`src/hdl/cdq_pkg.sv`:
```
package cdq_pkg;

    localparam int DEPTH     = 16;
    localparam int WORD_BITS = 32;

    localparam int IDX_W     = (DEPTH > 1) ? $clog2(DEPTH) : 1;
    localparam int CNT_W     = $clog2(DEPTH + 1);
    localparam int CAP_W     = 5;
    localparam int CMD_W     = 3;
    localparam int DATA_W    = 32;
    localparam int PADDR_W   = 3;

    localparam logic [CAP_W-1:0] CAP_RESET = CAP_W'(16);

    typedef enum logic [CMD_W-1:0] {
        CMD_PUSH_REAR  = 3'd0,
        CMD_PUSH_FRONT = 3'd1,
        CMD_POP_FRONT  = 3'd2,
        CMD_POP_REAR   = 3'd3,
        CMD_QUERY      = 3'd4
    } t_cmd;

    typedef enum logic [1:0] {
        ST_IDLE,
        ST_READ,
        ST_RESP
    } t_state;

    typedef logic [IDX_W-1:0]     t_idx;
    typedef logic [CNT_W-1:0]     t_cnt;
    typedef logic [WORD_BITS-1:0] t_word;

    // zero acts as one, anything above the ring size is clipped to it
    function automatic t_cnt eff_cap(input logic [CAP_W-1:0] cap);
        t_cnt res;
        if (cap == '0) begin
            res = CNT_W'(1);
        end else if (32'(cap) > DEPTH) begin
            res = CNT_W'(DEPTH);
        end else begin
            res = CNT_W'(cap);
        end
        return res;
    endfunction

    function automatic t_idx wrap_next(input t_idx i, input t_cnt cap);
        t_cnt nxt;
        nxt = CNT_W'(i) + CNT_W'(1);
        return (nxt >= cap) ? '0 : IDX_W'(nxt);
    endfunction

    function automatic t_idx wrap_prev(input t_idx i, input t_cnt cap);
        return (i == '0 || CNT_W'(i) >= cap) ? IDX_W'(cap - CNT_W'(1))
                                             : IDX_W'(i - IDX_W'(1));
    endfunction

    function automatic logic [DATA_W-1:0] sext_word(input t_word w);
        return DATA_W'(signed'(w));
    endfunction

endpackage

```
`src/hdl/circular_deque.sv`:
```
// Double-ended queue of signed words in a ring of up to 16 entries. A command
// is taken when start is high and busy is low; busy then stays high through
// the READ and RESP states, and the result appears on the o_ ports, marked by
// o_done, for one cycle, in RESP. A new command can be taken only once busy
// is low again, so commands do not overlap. The states step through the ring
// memory in order: the pointers are updated and a pushed word written as the
// command is taken, READ does the registered read of the new front and rear
// entries, and RESP presents the result on the o_ ports.
// The receiver cannot stall a result. Writing the capacity register
// (byte address 0) empties the queue; write it only while busy is low.
module circular_deque (
    input  logic                              i_clk,
    input  logic                              i_rst_n,
    input  logic                              start,
    output logic                              busy,
    input  logic [cdq_pkg::CMD_W-1:0]         i_cmd,
    input  logic signed [cdq_pkg::DATA_W-1:0] i_value,
    output logic                              o_done,
    output logic                              o_accepted,
    output logic signed [cdq_pkg::DATA_W-1:0] o_front_word,
    output logic signed [cdq_pkg::DATA_W-1:0] o_rear_word,
    output logic [cdq_pkg::CAP_W-1:0]         o_count,
    output logic                              o_is_empty,
    output logic                              o_is_full,
    input  logic                              psel,
    input  logic                              penable,
    input  logic                              pwrite,
    input  logic [cdq_pkg::PADDR_W-1:0]       paddr,
    input  logic [cdq_pkg::DATA_W-1:0]        pwdata,
    output logic [cdq_pkg::DATA_W-1:0]        prdata,
    output logic                              pready
);
    import cdq_pkg::*;

    t_state             r_state, n_state;
    t_idx               r_head, n_head;
    t_idx               r_tail, n_tail;
    t_cnt               r_occ, n_occ;
    logic               r_ok, n_ok;
    logic [CAP_W-1:0]   r_cap;
    t_word              r_rd_front, r_rd_rear;

    t_word              ring_mem [DEPTH];
    logic               wr_en;
    t_idx               wr_addr;

    t_cnt               cap_now;
    logic               full, empty;
    logic               cfg_wr;

    assign cap_now = eff_cap(r_cap);
    assign full    = r_occ >= cap_now;
    assign empty   = r_occ == '0;
    assign cfg_wr  = psel && penable && pwrite && pready && (paddr[PADDR_W-1] == 1'b0);

    assign pready  = 1'b1;
    assign prdata  = (paddr[PADDR_W-1] == 1'b0) ? DATA_W'(r_cap) : '0;
    assign busy    = r_state != ST_IDLE;

    always_comb begin
        n_state = r_state;
        n_head  = r_head;
        n_tail  = r_tail;
        n_occ   = r_occ;
        n_ok    = r_ok;
        wr_en   = 1'b0;
        wr_addr = r_tail;
        unique case (r_state)
            ST_IDLE: begin
                if (start) begin
                    n_state = ST_READ;
                    n_ok    = 1'b1;
                    unique case (t_cmd'(i_cmd))
                        CMD_PUSH_REAR: begin
                            if (full) begin
                                n_ok = 1'b0;
                            end else begin
                                n_tail  = wrap_next(r_tail, cap_now);
                                wr_en   = 1'b1;
                                wr_addr = n_tail;
                                n_occ   = r_occ + CNT_W'(1);
                            end
                        end
                        CMD_PUSH_FRONT: begin
                            if (full) begin
                                n_ok = 1'b0;
                            end else begin
                                n_head  = wrap_prev(r_head, cap_now);
                                wr_en   = 1'b1;
                                wr_addr = n_head;
                                n_occ   = r_occ + CNT_W'(1);
                            end
                        end
                        CMD_POP_FRONT: begin
                            if (empty) begin
                                n_ok = 1'b0;
                            end else begin
                                n_head = wrap_next(r_head, cap_now);
                                n_occ  = r_occ - CNT_W'(1);
                            end
                        end
                        CMD_POP_REAR: begin
                            if (empty) begin
                                n_ok = 1'b0;
                            end else begin
                                n_tail = wrap_prev(r_tail, cap_now);
                                n_occ  = r_occ - CNT_W'(1);
                            end
                        end
                        CMD_QUERY: begin
                            n_ok = 1'b1;
                        end
                        default: begin
                            // unknown codes report like a query but rejected
                            n_ok = 1'b0;
                        end
                    endcase
                end
            end
            ST_READ: n_state = ST_RESP;
            ST_RESP: n_state = ST_IDLE;
            default: n_state = ST_IDLE;
        endcase
        // capacity write empties the queue
        if (cfg_wr) begin
            n_head = '0;
            n_tail = IDX_W'(eff_cap(pwdata[CAP_W-1:0]) - CNT_W'(1));
            n_occ  = '0;
        end
    end

    always_ff @(posedge i_clk) begin
        if (!i_rst_n) begin
            r_state <= ST_IDLE;
            r_head  <= '0;
            r_tail  <= IDX_W'(eff_cap(CAP_RESET) - CNT_W'(1));
            r_occ   <= '0;
            r_ok    <= 1'b0;
            r_cap   <= CAP_RESET;
        end else begin
            r_state <= n_state;
            r_head  <= n_head;
            r_tail  <= n_tail;
            r_occ   <= n_occ;
            r_ok    <= n_ok;
            if (cfg_wr) begin
                r_cap <= pwdata[CAP_W-1:0];
            end
        end
    end

    always_ff @(posedge i_clk) begin
        if (wr_en) begin
            ring_mem[wr_addr] <= WORD_BITS'($unsigned(i_value));
        end
    end

    // pointers already hold the post-command values here
    always_ff @(posedge i_clk) begin
        if (r_state == ST_READ) begin
            r_rd_front <= ring_mem[r_head];
            r_rd_rear  <= ring_mem[r_tail];
        end
    end

    assign o_done       = r_state == ST_RESP;
    assign o_accepted   = r_ok;
    assign o_is_empty   = empty;
    assign o_is_full    = full;
    assign o_count      = CAP_W'(r_occ);
    assign o_front_word = empty ? '1 : signed'(sext_word(r_rd_front));
    assign o_rear_word  = empty ? '1 : signed'(sext_word(r_rd_rear));

endmodule

```
`config.mk`:
```
export PLATFORM = sky130hd
export DESIGN_NAME = circular_deque
export DESIGN_NICKNAME = d
export VERILOG_FILES = /design/src/hdl/cdq_pkg.sv /design/src/hdl/circular_deque.sv
export SDC_FILE = /design/constraint.sdc
export NUM_CORES = 1
export LEC_CHECK = 0
export BUFFER_PORTS_ARGS = -buffer_cell sky130_fd_sc_hd__buf_4
export CAP_MARGIN = 40
export CORE_MARGIN = 4
export CORE_UTILIZATION = 55
export DETAILED_ROUTE_END_ITERATION = 10
export GPL_TIMING_DRIVEN = 0
export PLACE_DENSITY_LB_ADDON = 0.25
export SETUP_SLACK_MARGIN = 0.02
export SLEW_MARGIN = 5
export SYNTH_ARGS = -nofsm -noshare
export SYNTH_HDL_FRONTEND = slang
export SYNTH_SLANG_ARGS = --single-unit
```
`constraint.sdc`:
```
create_clock -name i_clk -period 11.3 [get_ports i_clk]
set_clock_uncertainty 0.2 [all_clocks]
set_input_delay 1.695 -clock i_clk [delete_from_list [all_inputs] [get_ports i_clk]]
set_output_delay 1.695 -clock i_clk [all_outputs]
set_load 0.02 [all_outputs]
```
==> After elaboration in Yosys (flattened, before gate mapping) <==
Memories as Yosys holds them, arrays and structs flattened. A register that Yosys moved wholly into a read port is not among the register bits.
Index checks and enable logic that the tools add are counted.
{ "op_classes": {"add_sub_neg": 8, "n_eq_ne": 12, "mux": 38, "n_reduce_logical": 25, "bitwise": 2, "magnitude_cmp": 7} }
{ "ops": {"columns": ["op", "count"], "rows": [
  ["4-bit 2-to-1 mux", 17],
  ["32-bit 2-to-1 mux", 2],
  ["5-bit 2-to-1 mux", 5],
  ["4-bit case mux with 2 select lines", 3],
  ["4-bit by 1-bit subtractor with 4-bit output (second input constant)", 4],
  ["5-bit >= comparator", 3],
  ["5-bit logical NOT", 3],
  ["4-bit by 1-bit adder with 5-bit output (second input constant)", 2],
  ["4-bit by 5-bit >= comparator with 1-bit output", 2],
  ["5-bit > comparator (second input constant)", 2],
  ["2-bit inequality test (second input constant)", 5],
  ["5-bit case mux with 2 select lines", 1],
  ["5-bit AND reduction", 2],
  ["2-bit nonzero test", 5],
  ["4-bit logical NOT", 2],
  ["1-bit 2-to-1 mux", 7],
  ["3-bit by 2-bit equality test with 1-bit output (second input constant)", 2],
  ["2-bit OR reduction", 3],
  ["5-bit by 1-bit adder with 5-bit output (second input constant)", 1],
  ["5-bit by 1-bit subtractor with 5-bit output (second input constant)", 1],
  ["2-bit case mux with 2 select lines", 1],
  ["4-bit AND reduction", 1],
  ["3-bit by 1-bit equality test with 1-bit output (second input constant)", 1],
  ["3-bit equality test (second input constant)", 1],
  ["12 further kinds", 16]
]} }
{ "word_totals": {"ff_bits": 21, "n_memories": 1, "output_inout_bits": 107, "wordCells": 99, "mem_bits_rw": 512, "inputBits": 76} }
{ "mem_list": {"columns": ["memory", "words", "word_bits", "rd", "rd_ports_with_merged_regs", "wr", "line_no", "text"], "rows": [
  ["ring_mem", 16, 32, 2, 2, 1, "circular_deque.sv:43", "t_word ring_mem [DEPTH];"]
]} }

==> Logic depth before layout (Yosys ltp) <==
Gate-level depths: netlist of the first run.
{ "depth": {"ltp_word": 11, "depth_mapped": 14} }

==> Least setup slack after synthesis of the first run <==
No wires, ideal clock.
{ "synth_timing": {"path_kind": "flip-flop to flip-flop", "startpoint": "reg r_cap[1]", "endpoint": "mem ring_mem[0][0] (netlist name) (enable)", "path_stages_with_launch": 12, "required_ns": 10.598, "slack_ns": 4.535, "arrival_ns": 6.063, "period_less_slack_ns": 6.765, "setup_time_ns": 0.502, "path_cell_list": "dfxtp_1 > nor3_1 > nor2_1 > nor2_1 > ha_1 > nand2b_4 > a31o_2 > a21oi_1 > mux2_2 > a31o_1 > or2_2 > nor4_1"} }
{ "synth_between": {"elab_chain_cells": 10, "word_cells_on_any_way": 22, "cone_classes": "add/sub (1); order compare (4); mux (15); reduce/logical (2)"} }
{ "synth_rtl": {"columns": ["element", "line_no", "text"], "rows": [
  ["start: declaration", "circular_deque.sv:40", "logic [CAP_W-1:0] r_cap;"],
  ["start signal: assignment", "circular_deque.sv:147", "r_cap <= pwdata[CAP_W-1:0];"],
  ["5-bit > comparator", "cdq_pkg.sv:38", "end else if (32'(cap) > DEPTH) begin"],
  ["5-bit 2-to-1 mux", "cdq_pkg.sv:38", null],
  ["5-bit 2-to-1 mux (*)", "cdq_pkg.sv:36", "if (cap == '0) begin"],
  ["4-bit by 5-bit >= comparator with 1-bit output / 5-bit >= comparator (equally long branches)", "cdq_pkg.sv:53, circular_deque.sv:52", null],
  ["1-bit logical OR / 1-bit 2-to-1 mux (equally long branches)", "cdq_pkg.sv:53, circular_deque.sv:75, circular_deque.sv:85", null],
  ["4-bit 2-to-1 mux / 1-bit 2-to-1 mux (equally long branches)", null, null],
  ["4-bit 2-to-1 mux / 1-bit 2-to-1 mux (equally long branches)", "circular_deque.sv:85, circular_deque.sv:70", null],
  ["4-bit case mux with 2 select lines / 1-bit 2-to-1 mux (equally long branches)", "circular_deque.sv:73, circular_deque.sv:68", null],
  ["4-bit 2-to-1 mux / 1-bit 2-to-1 mux (equally long branches)", "circular_deque.sv:70, circular_deque.sv:153", null],
  ["4-bit 2-to-1 mux / 1-bit 2-to-1 mux (equally long branches)", "circular_deque.sv:68, circular_deque.sv:154", null],
  ["end: declaration", "circular_deque.sv:43", null]
]} }
Mark *: on every way between the ends. The rest lies on a longest branch, timed or not.

==> Worst setup path after layout of the first run <==
{ "layout_timing": {"startpoint": "reg r_tail[1]", "endpoint": "mem ring_mem[15][14] (netlist name) (enable)"} }
{ "layout_between": {"elab_chain_cells": 7, "word_cells_on_any_way": 8, "cone_classes": "add/sub (1); order compare (1); mux (6)"} }
{ "layout_rtl": {"columns": ["element", "line_no", "text"], "rows": [
  ["start: declaration", "circular_deque.sv:37", "t_idx r_tail, n_tail;"],
  ["start signal: assignment", "circular_deque.sv:136", "r_tail <= IDX_W'(eff_cap(CAP_RESET) - CNT_W'(1));"],
  ["start signal: assignment", "circular_deque.sv:143", "r_tail <= n_tail;"],
  ["4-bit by 1-bit adder with 5-bit output", "cdq_pkg.sv:48", "nxt = CNT_W'(i) + CNT_W'(1);"],
  ["5-bit >= comparator", "cdq_pkg.sv:49", "return (nxt >= cap) ? '0 : IDX_W'(nxt);"],
  ["4-bit 2-to-1 mux", "cdq_pkg.sv:49", null],
  ["4-bit 2-to-1 mux", "circular_deque.sv:75", "if (full) begin"],
  ["4-bit case mux with 2 select lines", "circular_deque.sv:73", "unique case (t_cmd'(i_cmd))"],
  ["4-bit 2-to-1 mux", "circular_deque.sv:70", "if (start) begin"],
  ["4-bit 2-to-1 mux (*)", "circular_deque.sv:68", "unique case (r_state)"]
]} }
Marks and branches as above.

==> results.tsv, run 1 <==
stage	metric	value	unit
floorplanning	die_w	234	um
worst_hold_path	holdCritPathClass	reg -> reg	
clock_tree	post_cts_buffers	0	
grt	grt_max_degree	27	
synthesis	synth_ff_type	edfxtp_1	
setup_path	endpoint_kind	flop	
sta	relSlewSlack	0.302	
cells_and_area	fin_cells	2413	
setup_path	crit_fanout	18	
sta	fin_crit_sh	0.561	
sta	timing.fmax	158	MHz
power_and_ir_drop	seq_power_share	0.510	
cells_and_area	layout_common_cells	edfxtp_1, mux4_2, buf_4	
run_status	status	completed	
setup_path	slowest_stage	nor2_4	
sta	rsz0062_at_grt	no	
route	routedWlPerCell	31.7	um
sta	worstMarginPinSlew	1.05	ns
clock_tree	htreeDepth	2	
route	vias_per_cell	6.67	
grt	grt_antenna_before_repair	3	
route	drtIter0Drc	2239	
grt	overflow	0	
setup_path	crit_chain	clkbuf_1, clkbuf_1, clkbuf_1, inv_1, ha_1, ha_1, a21o_1, a31oi_1, o21a_1, nand4b_1, a2111oi_2, o2111ai_1, nor2_4, buf_12	
floorplanning	num_rows	82	
power_and_ir_drop	power_density	147	nW/um^2
power_and_ir_drop	switchingPower	1.12	mW
clock_tree	cts_resized	0	
route	dr.pass1.iters	5	
setup_path	cpMostUsedCell	clkbuf_1	
placed_design	routabilityCongestion	0.939	
placed_design	io_buffers	124	
synthesis	synth-edff-count	576	
floorplanning	die_area	54600	um^2
clock_tree	cts_tree	built	
clock_tree	worstSkewPairLatency	0.62	ns
grt	gr-usage-all-layers	0.284	
sta	timing_hold_violations_final	0	
grt	grt_pass1_vias	16300	
setup_path	cp_data_required_time	11.41	ns
cells_and_area	drive_gt1_frac	0.435	
clock_tree	clk_pin_slew_worst_paths	0.07	ns
clock_tree	cts_hold_buf	0	
power_and_ir_drop	p_leak	10.8	nW
synthesis	ys_seq_area_frac	0.633	
power_and_ir_drop	peakVddDrop	120	uV
setup_path	rr_worst_depth	14	
clock_tree	clock_path_buffers	3	
clock_tree	cts_buffers	60	
floorplanning	start_util	0.557	
route	wl	76500	um
run	max_cap_violations	0	
cells_and_area	syn_to_final_growth	17.3	%
floorplanning	chipHeight	234	um
placed_design	dp_hpwl	51700	um
placed_design	placed_cells	2301	
route	ant_nets	0	
setup_path	slowest_delay	0.86	ns
cells_and_area	layout_commonest_cell	edfxtp_1	
floorplanning	core	50300	um^2
clock_tree	cts_root_buf	clkbuf_16	
power_and_ir_drop	internal-power	3.70	mW
power_and_ir_drop	p_total	4.82	mW
sta	min_period	6.34	ns
power_and_ir_drop	pwr-share-comb	0.108	
synthesis	synth_cell_types	71	
sta	final-setup-viol-count	0	
setup_path	startpoint_type	flop	
clock_tree	cts.sinks	597	
setup_path	worstSetupPathType	reg -> reg	
synthesis	async_flop_share	0	
route	vias	16100	
synthesis	yosysWarnings	0	
synthesis	syn_area	28000	um^2
cells_and_area	final_nets	1802	
worst_hold_path	hold_depth	2	
synthesis	ys_seq_elements	597	
route	drc_errors	0	
sta	slew_violations	0	
power_and_ir_drop	p_sw_frac	0.233	
setup_path	crit_arrival	6.45	ns
grt	grt_pass1_wl	110000	um
synthesis	synth.avg_cell_area	20.0	um^2
synthesis	syn_inst	1396	
power_and_ir_drop	pwr-share-clk	0.382	
floorplanning	ioPinCount	183	
==> layout make-up <==
type,instances,area (um^2)
Clock buffer,74,1580
Timing Repair Buffer,207,2000
Sequential cell,597,17700
Multi-Input combinational cell,688,9820
Fill cell,3346,17400
Antenna cell,3,7.51
Clock inverter,35,205
Inverter,14,58.8
Tap cell,672,841
Buffer,123,609
==> per-stage QoR <==
step	setup WS, ns	area [um^2]	TNS (ns)	hold WS (ns)	util
detailed placement	5.03	31000	0	0.266	0.618
global route	4.75	32800	0	0.318	0.653
global placement	-0.758	29900	-93.19	0.258	0.594
CTS	5.04	32800	0	0.274	0.653
finish	4.96	32800	0	0.270	0.653
floorplan	4.54	28100	0	0.266	-
==> registers in the layout, summed over array words and instances, names as in the netlist, 2 cells and up <==
| register | flops |
|---|---|
| r_state | 2 |
| o_count | 5 |
| ring_mem | 512 |
| r_rd_front | 32 |
| r_cap | 5 |
| r_rd_rear | 32 |
| r_head | 4 |
| r_tail | 4 |
==> power by group through the flow <==
stage	Clock [mW]	Combinational (mW)	Sequential (mW)
after floorplan	0	0.307	2.51
after global placement	0	0.487	2.51
after detailed placement	0	0.518	2.51
after CTS	1.86	0.520	2.46
after global routing	1.95	0.551	2.46
final	1.84	0.520	2.46
==> final timing paths <==
check                                start                to  slack [ns]
worst min register to register  o_accepted        o_accepted        0.27
worst max register to register   r_tail[1]  ring_mem[15][14]        4.96
worst min-delay path            o_accepted        o_accepted        0.27
worst max-delay path             r_tail[1]  ring_mem[15][14]        4.96
==> routing by layer <==
| layer | vias up | track usage | wire, um |
|---|---|---|---|
| met5 | - | 0 | 13 |
| met3 | 153 | 0.0602 | 7940 |
| met1 | 8381 | 0.397 | 28100 |
| met2 | 1069 | 0.462 | 38200 |
| met4 | 2 | 0.0800 | 2210 |
| li1 | 6485 | - | - |
==> cell families after synthesis <==
kind of cell,count (synthesis),share of synthesized area
adders and majority gates,35,0.0159
muxes,326,0.260
xor gates and xnor gates,13,0.00407
buffers and inverters,137,0.0239
DFF,597,0.633
other,2,0.000268
AOI/OAI and AO/OA,91,0.0250
and+or+nand+nor,195,0.0380
==> synth_stat cells, types with 3 or more instances <==
library cell | number | share of area
a21boi_0 | 6 | 0.0016
a21o_1 | 7 | 0.0019
edfxtp_1 | 576 | 0.62
mux4_2 | 320 | 0.26
xor2_1 | 6 | 0.0019
dfxtp_1 | 21 | 0.015
ha_1 | 34 | 0.015
nand2_1 | 32 | 0.0043
clkbuf_1 | 58 | 0.0078
a21oi_1 | 15 | 0.0027
or2_2 | 67 | 0.015
o21a_1 | 5 | 0.0013
nand3_1 | 7 | 0.0013
mux2_2 | 3 | 0.0012
nor4_1 | 4 | 0.00089
nor2b_1 | 10 | 0.0022
buf_1 | 12 | 0.0016
or4_1 | 3 | 0.00080
nand2b_1 | 7 | 0.0016
o211ai_1 | 5 | 0.0013
a31oi_1 | 4 | 0.00089
buf_4 | 30 | 0.0080
nor3_1 | 8 | 0.0014
and3_1 | 3 | 0.00067
inv_1 | 12 | 0.0016
xnor2_1 | 7 | 0.0022
o21ai_0 | 9 | 0.0016
buf_2 | 22 | 0.0039
and2_1 | 6 | 0.0013
mux2i_1 | 3 | 0.0011
or3_1 | 3 | 0.00067
nor2_1 | 36 | 0.0048
a211oi_1 | 4 | 0.0011
o21bai_1 | 3 | 0.00080
==> worst max-delay path, delay by kind of cell (launching register included) <==
kind | cells | cell delay [ns]
flip-flops | 1 | 0.37
AO/OA/AOI/OAI | 5 | 1.69
AND/OR/NAND/NOR | 2 | 1.04
buffers and inverters | 5 | 2.08
adder cells (fa/ha/maj) | 2 | 0.62
No activity file was read; power rests on OpenSTA's default activity.
==> run 2, diff against run 1 <==
Clock period 11.3 ns to 6.5 ns, I/O delays scaled along.
==> results.tsv, run 2 (synthesis results as in run 1) <==
stage	metric	value	unit
placed_design	placed_cells	2301	
cells_and_area	layout_commonest_cell	edfxtp_1	
floorplanning	die_area	54600	um^2
clock_tree	cts_buffers	60	
sta	final-setup-viol-count	0	
floorplanning	chipHeight	234	um
run	max_cap_violations	0	
floorplanning	die_w	234	um
sta	slew_violations	0	
cells_and_area	regMostFlops	ring_mem	
setup_path	crit_fanout	13	
placed_design	dp_hpwl	51700	um
placed_design	placed_cell_area	31000	um^2
route	drtIter0Drc	2097	
sta	worstMarginPinSlew	1.01	ns
grt	grt_antenna_before_repair	3	
cells_and_area	fillerInstances	3343	
clock_tree	cts.sinks	597	
route	routedWlPerCell	31.7	um
sta	rsz0062_at_grt	no	
setup_path	worstSetupPathType	reg -> reg	
clock_tree	cts_resized	0	
route	drc_errors	0	
route	wl	76500	um
clock_tree	cts_hold_buf	0	
clock_tree	clock_path_buffers	3	
cells_and_area	drive_gt1_frac	0.436	
floorplanning	core	50300	um^2
power_and_ir_drop	peakVddDrop	208	uV
setup_path	startpoint_type	flop	
placed_design	io_buffers	124	
grt	gr-usage-all-layers	0.284	
setup_path	cp_data_required_time	6.62	ns
floorplanning	start_util	0.557	
sta	fin_crit_sh	0.950	
route	ant_nets	0	
clock_tree	worstSkewPairLatency	0.63	ns
cells_and_area	final_area	32900	um^2
sta	timing.fmax	162	MHz
cells_and_area	layout_common_cells	edfxtp_1, mux4_2, buf_4	
floorplanning	num_rows	82	
clock_tree	cts_root_buf	clkbuf_16	
route	vias_per_cell	6.71	
cells_and_area	reg_top3	ring_mem x512, r_rd_front x32, r_rd_rear x32	
grt	overflow	0	
sta	whs	0.271	ns
power_and_ir_drop	power_density	255	nW/um^2
placed_design	routabilityCongestion	0.939	
sta	timing_hold_violations_final	0	
cells_and_area	syn_to_final_growth	17.5	%
grt	grt_max_degree	27	
sta	min_period	6.17	ns
grt	grt_pass1_vias	16300	
setup_path	endpoint_kind	flop	
setup_path	crit_arrival	6.29	ns
floorplanning	ioPinCount	183	
clock_tree	cts_tree	built	
cells_and_area	fin_cells	2416	
clock_tree	clk_pin_slew_worst_paths	0.07	ns
run_status	status	completed	
route	vias	16200	
grt	grt_pass1_wl	110000	um
power_and_ir_drop	p_leak	10.8	nW
sta	relSlewSlack	0.326	
worst_hold_path	holdCritPathClass	reg -> reg	
clock_tree	htreeDepth	2	
cells_and_area	final_nets	1805	
cells_and_area	largest_reg_flops	512	
route	dr.pass1.iters	6	
run 2: cell count changes in the layout (fill, tap and decap cells not counted), sizes merged:
cell and delta:
buf +3
run 2: repair_timing:
action	in CTS	in global routing
setup buffers	0	3
setup endpoints to repair	0	15
endpoints found under the hold margin	0	0
run 2: where the power goes:
group | internal (mW) | switching [mW]
clock | 1.78 | 1.43
combinational | 0.391 | 0.513
sequential | 4.26 | 0.0159
run 2: critical path, cell delays in order (launching register included):
cell	delay, ns
dfxtp_1	0.37
clkbuf_1	0.40
clkbuf_1	0.59
clkbuf_1	0.72
inv_1	0.10
ha_1	0.39
ha_1	0.23
a21o_1	0.17
a31oi_1	0.18
o21a_1	0.23
nand4b_1	0.18
a2111oi_2	0.61
o2111ai_1	0.50
nor2_4	0.71
buf_16	0.24
run 2: routing by layer:
| layer | track usage | vias up | routed length (um) |
|---|---|---|---|
| met5 | 0 | - | 13 |
| met4 | 0.0800 | 2 | 2380 |
| met3 | 0.0602 | 173 | 8350 |
| met2 | 0.462 | 1109 | 38000 |
| met1 | 0.397 | 8438 | 27800 |
| li1 | - | 6492 | - |
run 2: worst paths after layout:
check / cells past startpoint / slack (ns) / end / start
max: 14 / 0.33 / ring_mem[14][11] / r_tail[1]
min: 2 / 0.27 / o_accepted / o_accepted
max reg2reg: 14 / 0.33 / ring_mem[14][11] / r_tail[1]
min reg2reg: 2 / 0.27 / o_accepted / o_accepted
run 2: per-stage QoR:
stage          setup TNS (ns)  setup WS (ns)  power (mW)  utilization
2_1_floorplan          -33.92         -0.265        4.89            -
3_3_place_gp         -1463.25          -5.56        5.21        0.594
3_5_place_dp                0          0.234        5.26        0.618
4_1_cts                     0          0.241        8.41        0.653
5_1_grt                     0          0.115        8.63        0.654
6_report                    0          0.326        8.39        0.654
run 2: cell type report:
class                      instances  area, um^2  share of cell area
clock buffer                      74        1580              0.0479
timing repair buffer             210        2040              0.0620
sequential                       597       17700               0.539
antenna                            3        7.51            0.000228
clock inverter                    35         205             0.00624
inverter                          14        58.8             0.00179
buffer                           123         609              0.0185
tap                              672         841              0.0256
multi-input combinational        688        9820               0.299
==> run 3, diff against run 2 <==
Settings changed: CORE_ASPECT_RATIO set to 0.6.
Clock period 6.5 ns to 6.3 ns, I/O delays scaled along.
==> results.tsv, run 3 (synthesis results as in run 1) <==
stage	metric	value	unit
run_status	status	completed	
cells_and_area	layout_common_cells	edfxtp_1, mux4_2, buf_4	
sta	whs	0.282	ns
cells_and_area	reg_top3	ring_mem x512, r_rd_front x32, r_rd_rear x32	
setup_path	slowest_delay	0.64	ns
setup_path	worstSetupPathType	reg -> reg	
setup_path	crit_family	buffers and inverters	
route	vias	16400	
setup_path	rr_endpoint	ring_mem[6][23]	
power_and_ir_drop	peakVddDrop	226	uV
sta	setup_tns	0	ns
floorplanning	chipHeight	183	um
cells_and_area	drive_gt1_frac	0.440	
route	ant_nets	0	
route	routedWlPerCell	31.8	um
setup_path	cp_data_required_time	6.39	ns
setup_path	startpoint_type	flop	
grt	grt_pass1_vias	16300	
worst_hold_path	hold_path.startpoint	o_accepted	
cells_and_area	multi_input_area	9820	um^2
setup_path	crit_fanout	10	
floorplanning	die_w	299	um
route	drtIter0Drc	2618	
power_and_ir_drop	p_total	8.73	mW
setup_path	slowest_stage	a2111oi_2	
grt	grt_max_degree	26	
floorplanning	start_util	0.562	
worst_hold_path	min_to	o_accepted	
clock_tree	cts.sinks	597	
sta	worstMarginPinSlew	0.941	ns
route	vias_per_cell	6.78	
route	dr.pass1.iters	5	
clock_tree	worstSkewPairLatency	0.59	ns
grt	gr-usage-all-layers	0.284	
floorplanning	die_area	54700	um^2
route	wl	77000	um
setup_path	crit_chain	clkbuf_1, clkbuf_1, clkbuf_2, inv_1, ha_1, ha_1, a21o_1, a31oi_1, o21a_1, nand4b_1, a2111oi_2, o2bb2ai_1, nor3_4, buf_4, buf_4	
grt	grt_pass1_wl	112000	um
cells_and_area	largest_reg_flops	512	
placed_design	dp_hpwl	53300	um
cells_and_area	regMostFlops	ring_mem	
setup_path	rr_startpoint	r_tail[1]	
sta	relSlewSlack	0.372	
route	drc_errors	0	
floorplanning	num_rows	63	
worst_hold_path	hold_depth	2	
setup_path	rrSetupSlack	0.28	ns
grt	overflow	0	
sta	final-setup-viol-count	0	
setup_path	rr_worst_depth	15	
sta	timing.fmax	166	MHz
cells_and_area	layout_commonest_cell	edfxtp_1	
worst_hold_path	holdCritPathClass	reg -> reg	
cells_and_area	fillerInstances	3288	
clock_tree	clk_pin_slew_worst_paths	0.07	ns
clock_tree	clock_path_buffers	3	
clock_tree	cts_root_buf	clkbuf_16	
floorplanning	ioPinCount	183	
power_and_ir_drop	power_density	265	nW/um^2
run	max_cap_violations	0	
cells_and_area	syn_to_final_growth	17.6	%
grt	grt_antenna_before_repair	1	
sta	rsz0062_at_grt	no	
setup_path	cp_num_buf_inv	6	
cells_and_area	fin_cells	2419	
sta	fin_crit_sh	0.955	
clock_tree	cts_buffers	54	
sta	min_period	6.02	ns
sta	slew_violations	0	
cells_and_area	final_nets	1801	
clock_tree	htreeDepth	2	
floorplanning	core	49800	um^2
power_and_ir_drop	p_leak	10.8	nW
sta	setup_ws	0.285	ns
setup_path	crit_arrival	6.11	ns
placed_design	routabilityCongestion	0.913	
placed_design	place_ws	0.0246	ns
placed_design	io_buffers	124	
placed_design	placed_cells	2314	
cells_and_area	regArea	17700	um^2
sta	timing_hold_violations_final	0	
clock_tree	cts_tree	built	
setup_path	endpoint_kind	flop	
[run 3: metrics by stage]
stage	cell area [um^2]	utilization
after global placement	29900	0.600
after global routing	32900	0.661
after CTS	32900	0.660
final	32900	0.661
after detailed placement	31100	0.624
after floorplan	28100	-
[run 3: cell type report]
cell class / instances / area share
multi-input combinational: 688 / 0.298
antenna: 2 / 0.000152
clock inverter: 28 / 0.0101
clock buffer: 73 / 0.0444
timing repair buffer: 212 / 0.0623
tap: 682 / 0.0259
inverter: 14 / 0.00179
buffer: 123 / 0.0186
sequential: 597 / 0.538
[run 3: where the power goes]
group | switching [mW] | internal (mW) | leakage, nW
registers | 0.0162 | 4.39 | 5.37
logic | 0.536 | 0.404 | 4.61
clock network | 1.46 | 1.92 | 0.863
total | 2.01 | 6.72 | 10.8
[run 3: what timing repair did]
action	CTS	global route
setup buffers	0	2
hold buffers	0	0
endpoints found under the hold margin	0	0
gates resized for setup	1	2
pin swaps	0	1
endpoints found under the setup margin	8	98
[run 3: worst register-to-register path, cell delays in order, from the launching register on]
cell	delay, ns
dfxtp_1	0.39
clkbuf_1	0.40
clkbuf_1	0.48
clkbuf_2	0.43
inv_1	0.08
ha_1	0.37
ha_1	0.24
a21o_1	0.18
a31oi_1	0.27
o21a_1	0.28
nand4b_1	0.18
a2111oi_2	0.64
o2bb2ai_1	0.42
nor3_4	0.61
buf_4	0.32
buf_4	0.23
[run 3: worst max-delay path by stage]
stage,start,endpoint,depth (start not counted)
2_1_floorplan,r_cap[1],ring_mem[0][0],11
3_3_place_gp,r_tail[2],ring_mem[0][16],12
3_5_place_dp,r_tail[1],ring_mem[6][20],15
4_1_cts,r_tail[1],ring_mem[12][24],14
5_1_grt,r_tail[1],ring_mem[6][23],15
6_report,r_tail[1],ring_mem[6][23],15
[run 3: routing by layer]
metal	share of wire	wire [um]	track usage
met1	0.39	30000	0.433
met2	0.47	35800	0.437
met3	0.12	9600	0.0576
met4	0.020	1540	0.0629
met5	0	0	0
